**src/cbsa_pkg.sv**
```systemverilog
// cbsa_pkg: shared types and constants of the clipped blit unit
// payload words, command and register codes, controller states
// no dependencies
`timescale 1ns / 1ps

package cbsa_pkg;

  localparam int MaxFrameDimDefault = 256;
  localparam int CfgIndexW = 3;
  localparam int CfgDataW = 16;
  localparam logic [7:0] PixMax = 8'd255;

  typedef enum logic [1:0] {
    CMD_LOAD = 2'd0,
    CMD_BLIT = 2'd1,
    CMD_READ = 2'd2,
    CMD_NONE = 2'd3
  } cmd_e;

  typedef enum logic [CfgIndexW-1:0] {
    CFG_SPRITE_WIDTH  = 3'd0,
    CFG_SPRITE_HEIGHT = 3'd1,
    CFG_FRAME_WIDTH   = 3'd2,
    CFG_FRAME_HEIGHT  = 3'd3,
    CFG_CENTRE_X      = 3'd4,
    CFG_CENTRE_Y      = 3'd5,
    CFG_BLEND_MODE    = 3'd6
  } cfg_idx_e;

  typedef enum logic [2:0] {
    ST_IDLE,
    ST_CALC,
    ST_ADDR,
    ST_READ,
    ST_WB
  } state_e;

  typedef struct packed {
    cmd_e       cmd;
    logic [15:0] frame_addr;
    logic [7:0]  sprite_col;
    logic [7:0]  sprite_row;
    logic [7:0]  pixel_value;
  } in_word_t;

  typedef struct packed {
    logic [7:0] result_pixel;
    logic       pixel_written;
  } out_word_t;

  typedef struct packed {
    logic capture;
    logic calc_en;
    logic addr_en;
    logic rd_en;
    logic wb_en;
  } dp_cmd_t;

  typedef struct packed {
    logic out_busy;
  } dp_status_t;

endpackage

```
**src/cbsa_ctrl.sv**
```systemverilog
// cbsa_ctrl: sequencer of the blit unit, one word through five steps
// depends on cbsa_pkg
`timescale 1ns / 1ps

module cbsa_ctrl import cbsa_pkg::*; (
  input  logic       clk_i,
  input  logic       rst_ni,
  input  logic       in_valid_i,
  output logic       in_stall_o,
  input  dp_status_t status_i,
  output dp_cmd_t    cmd_o
);

  state_e state_q, state_d;

  always_ff @(posedge clk_i or negedge rst_ni) begin
    if (!rst_ni) begin
      state_q <= ST_IDLE;
    end else begin
      state_q <= state_d;
    end
  end

  always_comb begin
    state_d = state_q;
    cmd_o = '0;
    in_stall_o = 1'b1;
    unique case (state_q)
      ST_IDLE: begin
        in_stall_o = 1'b0;
        if (in_valid_i) begin
          cmd_o.capture = 1'b1;
          state_d = ST_CALC;
        end
      end
      ST_CALC: begin
        cmd_o.calc_en = 1'b1;
        state_d = ST_ADDR;
      end
      ST_ADDR: begin
        cmd_o.addr_en = 1'b1;
        state_d = ST_READ;
      end
      ST_READ: begin
        cmd_o.rd_en = 1'b1;
        state_d = ST_WB;
      end
      ST_WB: begin
        if (!status_i.out_busy) begin
          cmd_o.wb_en = 1'b1;
          state_d = ST_IDLE;
        end
      end
      default: begin
        state_d = ST_IDLE;
      end
    endcase
  end

endmodule

```
**config.mk**
```make
export PLATFORM = sky130hd
export DESIGN_NAME = cbsa_ctrl
export DESIGN_NICKNAME = d
export VERILOG_FILES = /design/src/cbsa_pkg.sv /design/src/cbsa_ctrl.sv
export SDC_FILE = /design/constraint.sdc
export NUM_CORES = 1
export LEC_CHECK = 0
export ABC_AREA = 1
export BUFFER_PORTS_ARGS = -buffer_cell sky130_fd_sc_hd__buf_2
export CORE_AREA = 8 8 45 47
export DETAILED_ROUTE_END_ITERATION = 10
export DIE_AREA = 0 0 53 55
export SETUP_SLACK_MARGIN = 0.05
export SLEW_MARGIN = 20
export SYNTH_ARGS = -nofsm -noshare
export SYNTH_HDL_FRONTEND = slang
export SYNTH_SLANG_ARGS = --single-unit
```
**constraint.sdc**
```tcl
create_clock -name clk_i -period 0.9 [get_ports clk_i]
set_input_delay 0.18 -clock clk_i [delete_from_list [all_inputs] [get_ports clk_i]]
set_output_delay 0.18 -clock clk_i [all_outputs]
set_load 0.02 [all_outputs]
```
==> results.md, run 1 <==
- The flow ran to the end, but the final reports show violations.
- For this run, design rule violations remaining after detail routing come to 0.
- The path category of the worst min-delay check is input port to async pin.
- The number of global-route vias before repair was 276.
- The number of sinks driven by the clock tree is 3.
- Summing all multi-input logic gate instances after layout gives 137.6 um^2.
- The largest registers in the layout are state_q x3.
- The share of the yosys chip area belonging to registers is 42.55%.
- The smallest clock period supported by the final layout is computed as 1.263 ns.
- The final reports fail on negative setup slack.
- The count of unique library cells instantiated by Yosys is 9.
- The category of the critical setup timing path is flip-flop to output pin.
- The TritonCTS clock tree is yes.
- The height of the die is 55 um.
- After layout, the worst setup slack is -0.3627 ns.
- The iteration count of the initial detailed-routing pass is 1.
- The total of warnings raised by yosys is 0.
- The synthesized area per cell is 7.057 um^2.
- After detailed placement, the design holds a cell count of 54.
- The average detailed-routed wire length per instance is 10.15 um.
- The register with the most flip-flops in the layout has 3 of them.
- In this run the number of H-tree levels came out at 1.
- The depth of the worst register-to-register path is 5.
- In this run the tightest slew margin relative to its limit is 89.38%.
- The number of non-filler instances in the completed layout is 60.
- Clock tree synthesis inserted a total of 3 buffers.
- The later pin in the worst-skew pair is clocked with a latency of 0.24 ns.
- The area of the die is 0.002915 mm^2.
- The weighted congestion reported at the end of routability-driven placement is 0.7256.
- On the final layout, the worst clock skew is 0.003001 ns.
- The power per cell area is 4303 mW/mm^2.
- The required time of the critical path is 0.72 ns.
- At the end of the flow the core is filled with cells to 30.02%.
- The final hold violation count is 0.
- The cell area that synthesis handed to floorplanning was 176.4 um^2.
- The number of nets in the synthesized netlist is 29.
- After filler insertion, the fill cell instance count of the layout stands at 148.
- The cell count after synthesis is 25.
- The instance area after placement is 289.0 um^2.
- In this run the remaining antenna-violating nets after routing total 0.
- The endpoint of the worst-slack reg-to-reg timing path is state_q[0]$_DFFE_PN0P_.
- Summed over all layers, the routed wires come to 609 um.
- Setup repair after global routing could not meet its margin everywhere.
- The final count of pins violating max slew is 0.
- The detailed router finished its first iteration with 0 violations.
- In the final layout, the share of cells above drive strength 1 is 79.55%.
- The category of the worst setup path launch point is a flip-flop.
- The number of antenna violations at the first check in global routing is 0.
- The first global-routing pass estimated 972 um of wire.
- The number of max-capacitance violations reported is 0.
- The count of vias placed by the detailed router is 232.
- The number of antenna diodes in the final layout is 0.
- The half-perimeter wire length after placement is 402.6 um.
- For the worst setup path, the data arrival time is 1.08 ns.
- The count of buffers from port buffering is 9.
- The number of cell rows is 14.
- Counting along the longest clock path gives a buffer depth of 2.
- After detailed routing, the number of vias per cell comes to 3.867.
- The fmax is 791.9 MHz.
- Global routing finished with a remaining overflow of 0.
- In the global route stage, overall resource usage came out at 5.033%.
- For this design the top-level I/O count stands at 10.
- The number of endpoints failing setup at the final stage is 8.
- For the pin with the worst max-slew slack, the measured transition is 0.1593 ns.
- STA classifies the critical path endpoint as an output pin.
- With fillers left out, the area of the finished cells amounts to 415.4 um^2.
- Summing all flip-flop and latch instances after layout gives 75.07 um^2.
- The post-route clock period utilization is 140.3%.
- The register with the most flip-flops is state_q.
- The area growth from synthesis to layout is 135.5%.
- The clock-pin slew of the registers on the worst-case setup and hold paths is 0.04 ns.
- The clock root buffer is sky130_fd_sc_hd__clkbuf_4.
- The worst IR drop on VDD is 1.604 mV.
- The register bit count reported by yosys is 3.
- In this run the horizontal extent of the chip is 53 um.
- Entering global routing, the biggest net connects 5 pins.
- The startpoint identified for the worst register-to-register timing path is state_q[0]$_DFFE_PN0P_.
- The slack of the worst reg-to-reg path is -0.08 ns.
- After floorplanning, the core was sized to cover 0.001384 mm^2.
- The layout net count is 49.
- The initial core utilization is 12.75%.
- Of all nets on the critical path, the largest fanout is 3.
- Overall power consumption after layout is estimated at 1787 uW.
- The leakage component of the power is 0.0001974 uW.
metrics by stage:
stage                     hold WS, ns  setup TNS, ns  setup slack (ns)
final                          0.2666         -2.150           -0.3627
after global routing           0.2825         -2.569           -0.4156
after CTS                      0.2661         -2.387           -0.3652
after detailed placement     -0.02194        -0.7161           -0.1619
after global placement       -0.02319        -0.6527           -0.1395
after floorplan               -0.1156        -0.4630           -0.1278
cells in the final DEF (no fill, tap or decap):
cell                            synthesis  final
sky130_fd_sc_hd__nand3_4                0      2
sky130_fd_sc_hd__o21ai_1                2      1
sky130_fd_sc_hd__nor2_4                 0      2
sky130_fd_sc_hd__clkbuf_4               0      3
sky130_fd_sc_hd__buf_4                  0      4
sky130_fd_sc_hd__nor2_2                 2      5
sky130_fd_sc_hd__buf_2                  0      3
sky130_fd_sc_hd__dfrtp_1                3      3
sky130_fd_sc_hd__nand2_2                1      4
sky130_fd_sc_hd__inv_2                  0      3
sky130_fd_sc_hd__buf_6                  0      7
sky130_fd_sc_hd__o21ai_2                0      1
sky130_fd_sc_hd__dlygate4sd3_1          0      1
sky130_fd_sc_hd__clkbuf_1               0      1
sky130_fd_sc_hd__inv_1                  6      3
sky130_fd_sc_hd__nand3_2                1      1
per-layer routing:
layer  global-route usage [%]  part of all wire [%]  wire length, um  vias to the layer above
met5                        0                     0                0                        -
met4                    7.759                   4.6               28                        0
met3                    1.337                   7.4               45                        4
met2                    9.180                    55              333                        9
met1                    3.354                    33              202                      107
li1                         -                     -                -                      112
critical path, cell delays in order, from the launching register on:
cell	delay (ns)
sky130_fd_sc_hd__dfrtp_1	0.40
sky130_fd_sc_hd__nor2_2	0.15
sky130_fd_sc_hd__nand2_2	0.09
sky130_fd_sc_hd__nor2_4	0.08
sky130_fd_sc_hd__buf_6	0.12
logic make-up (layout without fill, tap and decap cells):
family	after synthesis	in the layout	synth area share (%)
and+or+nand+nor	14	14	39.01
buffers and inverters	6	25	12.77
DFF	3	3	42.55
AOI/OAI and AO/OA	2	2	5.674
power by group:
group	total, uW	switching, uW	internal (uW)
Clock	247	80.0	167
Sequential	289	83.5	206
Combinational	1250	660	592
Total	1790	823	964
final cells by class:
type	count	area share (%)
inverters	6	5.422
clock buffers	4	6.325
flip-flops and latches	3	18.07
multi-input cells	16	33.13
repair buffers	15	32.23
well taps	16	4.819
synthesized netlist by cell type:
| cell | count | area, um^2 |
|---|---|---|
| sky130_fd_sc_hd__nand3_2 | 1 | 10.01 |
| sky130_fd_sc_hd__nor2_1 | 5 | 18.77 |
| sky130_fd_sc_hd__inv_1 | 6 | 22.52 |
| sky130_fd_sc_hd__nand2_1 | 3 | 11.26 |
| sky130_fd_sc_hd__nand2_2 | 1 | 6.260 |
| sky130_fd_sc_hd__nand3_1 | 2 | 10.01 |
| sky130_fd_sc_hd__dfrtp_1 | 3 | 75.07 |
| sky130_fd_sc_hd__o21ai_1 | 2 | 10.01 |
| sky130_fd_sc_hd__nor2_2 | 2 | 12.51 |
worst max-delay path by stage:
stage / startpoint / end / slack [ns]
2_1_floorplan: state_q[2]$_DFFE_PN0P_ / cmd_o[4] / -0.13
3_3_place_gp: state_q[1]$_DFFE_PN0P_ / cmd_o[0] / -0.14
3_5_place_dp: state_q[1]$_DFFE_PN0P_ / cmd_o[0] / -0.16
4_1_cts: state_q[0]$_DFFE_PN0P_ / cmd_o[4] / -0.37
5_1_grt: state_q[0]$_DFFE_PN0P_ / cmd_o[0] / -0.42
6_report: state_q[2]$_DFFE_PN0P_ / cmd_o[4] / -0.36
what timing repair did:
| item | CTS | global route |
|---|---|---|
| hold buffers | 1 | 0 |
| hold endpoints to repair | 3 | 0 |
| pin swaps | 3 | 3 |
| cloned | 0 | 0 |
| resized for setup | 12 | 12 |
| setup endpoints to repair | 9 | 9 |
| setup buffers | 2 | 1 |
(Power assumes the default switching activity.)
==> run 2: changes to the inputs <==
Settings changed: SKIP_LAST_GASP set to 1.
==> run 2 against run 1 <==
The flow still finishes with violations (negative setup slack). Worst setup slack worse by 0.0022 ns. Highest routed layer unchanged. Routed wire length up 2.0%. Total power shrank 6.9%. Sequential power is essentially flat. Via count shrank 5.2%.
==> results.md, run 2 (synthesis gave the netlist of run 1 again) <==
- The run finished, with violations left.
- The checks that failed: negative setup slack.
- The required time of the critical path is 0.72 ns (about the same).
- The final critical delay including setup and external delays is 1.265 ns (+0.002169 ns).
- The fmax was 790.6 MHz (-0.17%).
- The clock-pin slew of the registers on the worst-case setup and hold paths is 0.04 ns (about the same).
- The share of final-layout standard cells stronger than drive strength 1 came to 74.42% (-5.1 points).
- The highest signal layer in the routed design is met4.
- For this design, the slowest cell found on the critical path is sky130_fd_sc_hd__dfrtp_1.
- The library cells used most frequently in the layout, excluding fill and tap cells, are sky130_fd_sc_hd__buf_6 (6), sky130_fd_sc_hd__nand2_2 (4), sky130_fd_sc_hd__nor2_2 (4), sky130_fd_sc_hd__buf_4 (4).
- The H-tree depth is 1 (unchanged).
- The final antenna diode count came to 0 (unchanged).
- The worst setup slack before clock tree synthesis is -0.1619 ns (unchanged).
- The average detailed-routed wire length per instance is 10.53 um (+3.7%).
- The area of the die is 0.002915 mm^2 (unchanged).
- The final hold slack is 0.2679 ns (+0.001326 ns).
- STA classifies the critical path endpoint as an output pin.
- The category of the critical setup timing path is flip-flop to output pin.
- The post-route met1 wirelength is 188 um (-6.9%).
- The worst IR drop on VDD came to 1.506 mV (-6.1%).
- The worst-path maximum fanout is 3 (unchanged).
- The number of buffers on the longest clock path is 2 (unchanged).
- The leading cell type in the layout, fill and taps excluded is sky130_fd_sc_hd__buf_6.
- The number of clock buffers inserted by TritonCTS is 3 (unchanged).
- The post-route clock period utilization is 140.5% (+0.24 points).
- The number of max-capacitance violations reported is 0 (unchanged).
- The post-route antenna net violation count is 0 (unchanged).
- The first element of the critical path is state_q[2]$_DFFE_PN0P_.
- The kind of cell with the highest combined delay along the critical path is flip-flops.
- The register with the most flip-flops is state_q.
- The iteration count of the initial detailed-routing pass came to 2 (+1).
- The detailed router's first-iteration violation count is 1 (+1).
- The height of the die is 55 um (unchanged).
- The number of global-route vias before repair is 276 (unchanged).
- The worst stage delay on the critical path is 0.40 ns (about the same).
- The endpoint identified for the worst register-to-register timing path is state_q[0]$_DFFE_PN0P_.
- The total grt overflow is 0 (unchanged).
- The leakage component of the power came to 0.0001902 uW (-3.6%).
- The layout net count was 48 (-2.0%).
- The worst relative slew slack is 89.59% (+0.21 points).
- The half-perimeter wire length after placement was 402.6 um (unchanged).
- The count of buffers from port buffering is 9 (unchanged).
- The first-pass GRT wire length is 972 um (unchanged).
- The total detailed-routing wirelength is 621 um (+2.0%).
- The initial core utilization is 12.75% (unchanged).
- The length of routed met2 wiring is 372 um (+12%).
- The final count of pins violating max slew came to 0 (unchanged).
- The core outline area is 0.001384 mm^2 (unchanged).
- The end point of the critical path is cmd_o[4].
- The total number of cells along the worst setup path is 4 (unchanged).
- The count of unresolved DRC violations after routing is 0 (unchanged).
- The met3 wire length is 41 um (-8.9%).
- The number of antenna violations at the first check in global routing was 0 (unchanged).
- The I/O pin count came to 10 (unchanged).
- The flip-flop count of the largest register, all copies and words added is 3 (unchanged).
- Traced cell by cell, the critical path runs through nor2_2 -> nand2_2 -> nor2_4 -> buf_6.
- The total routing resource utilization after global routing is 5.033% (unchanged).
- The buffers plus inverters on the worst setup path was 1 (unchanged).
- In the final layout, the registers with the most flip-flops are state_q x3.
- The final hold violation count is 0 (unchanged).
- The weighted congestion reported at the end of routability-driven placement is 0.7256 (unchanged).
- The number of sinks driven by the clock tree is 3 (unchanged).
- The worst setup path is launched from a flip-flop.
- The worst clock skew was 0.001466 ns (-0.001535 ns).
- The clock latency on the worst-skew pair is 0.24 ns (about the same).
- The slack of the worst reg-to-reg path is -0.07 ns (about the same).
- The depth of the worst register-to-register path is 5 (unchanged).
- Setup repair after global routing could not meet its margin everywhere.
- The fill cell instance count of the final layout was 150 (+1.4%).
- In this run the worst hold path is classified as input port to async pin.
- The number of cell rows is 14 (unchanged).
- The setup slack of the critical path after layout was -0.3649 ns (-0.002169 ns).
- The data arrival time at the worst-slack endpoint is 1.08 ns (about the same).
- The number of endpoints failing setup at the final stage is 8 (unchanged).
- The synthesis-to-layout area growth is 121.3%.
- The power per cell area is 4264 mW/mm^2 (-0.90%).
- The origin of the critical flop-to-flop path is state_q[1]$_DFFE_PN0P_.
- The clock root buffer is sky130_fd_sc_hd__clkbuf_4.
- The slew of the pin with the lowest slew margin is 0.1562 ns (-0.003105 ns).
- The maximum number of pins on one net before global-route repair is 5 (unchanged).
- The via density per instance was 3.729 (-3.6%).
- The count of vias placed by the detailed router was 220 (-5.2%).
- The TritonCTS clock tree is yes.
- The width of the die came to 53 um (unchanged).
-- run 2: worst min path at each step --
stage	startpoint	to	slack, ns	cells past startpoint
floorplan	rst_ni	state_q[0]$_DFFE_PN0P_	-0.12	0
global placement	rst_ni	state_q[2]$_DFFE_PN0P_	-0.02	1
detailed placement	rst_ni	state_q[2]$_DFFE_PN0P_	-0.02	1
CTS	rst_ni	state_q[0]$_DFFE_PN0P_	0.27	2
global route	rst_ni	state_q[1]$_DFFE_PN0P_	0.28	2
finish	rst_ni	state_q[0]$_DFFE_PN0P_	0.27	2
-- run 2: layer usage --
metal  vias up  track usage (%)
met4         0            7.759
li1        110                -
met1       101            3.354
met2         7            9.180
met5         -                0
met3         2            1.337
-- run 2: timing repair --
item	CTS	global route
hold endpoints to repair	3	0
buffers inserted	2	0
gates resized for setup	11	9
hold buffers	1	0
pin swaps	3	5
endpoints found under the setup margin	9	9
-- run 2: worst register-to-register path, stage by stage, from the launching register on --
cell and delay [ns]:
sky130_fd_sc_hd__dfrtp_1 0.41, sky130_fd_sc_hd__nor2_2 0.15, sky130_fd_sc_hd__buf_4 0.13, sky130_fd_sc_hd__nand3_4 0.06, sky130_fd_sc_hd__nand2_2 0.07, sky130_fd_sc_hd__nor2_2 0.03
-- run 2: layout make-up --
class / count / area [um^2] / share of cell area (%)
clock buffer: 4 / 26.28 / 6.731
sequential: 3 / 75.07 / 19.23
timing repair buffer: 14 / 122.6 / 31.41
inverter: 6 / 22.52 / 5.769
tap: 16 / 20.02 / 5.128
multi-input combinational: 16 / 123.9 / 31.73
-- run 2: metrics by stage --
step	util, %	power [uW]	TNS [ns]	instance area [um^2]	cells
2_1_floorplan	-	785.8	-0.4630	193.9	25
3_5_place_dp	20.89	1123	-0.7161	289.0	54
4_1_cts	27.22	1624	-2.397	376.6	61
6_report	28.21	1665	-2.130	390.4	59
5_1_grt	28.21	1794	-2.583	390.4	59
3_3_place_gp	20.89	1110	-0.6527	289.0	54
-- run 2: power by group --
part / switching [uW] / internal (uW) / total [uW]
combinational: 608 / 521 / 1130
clock: 79.6 / 167 / 246
sequential: 83.2 / 206 / 289
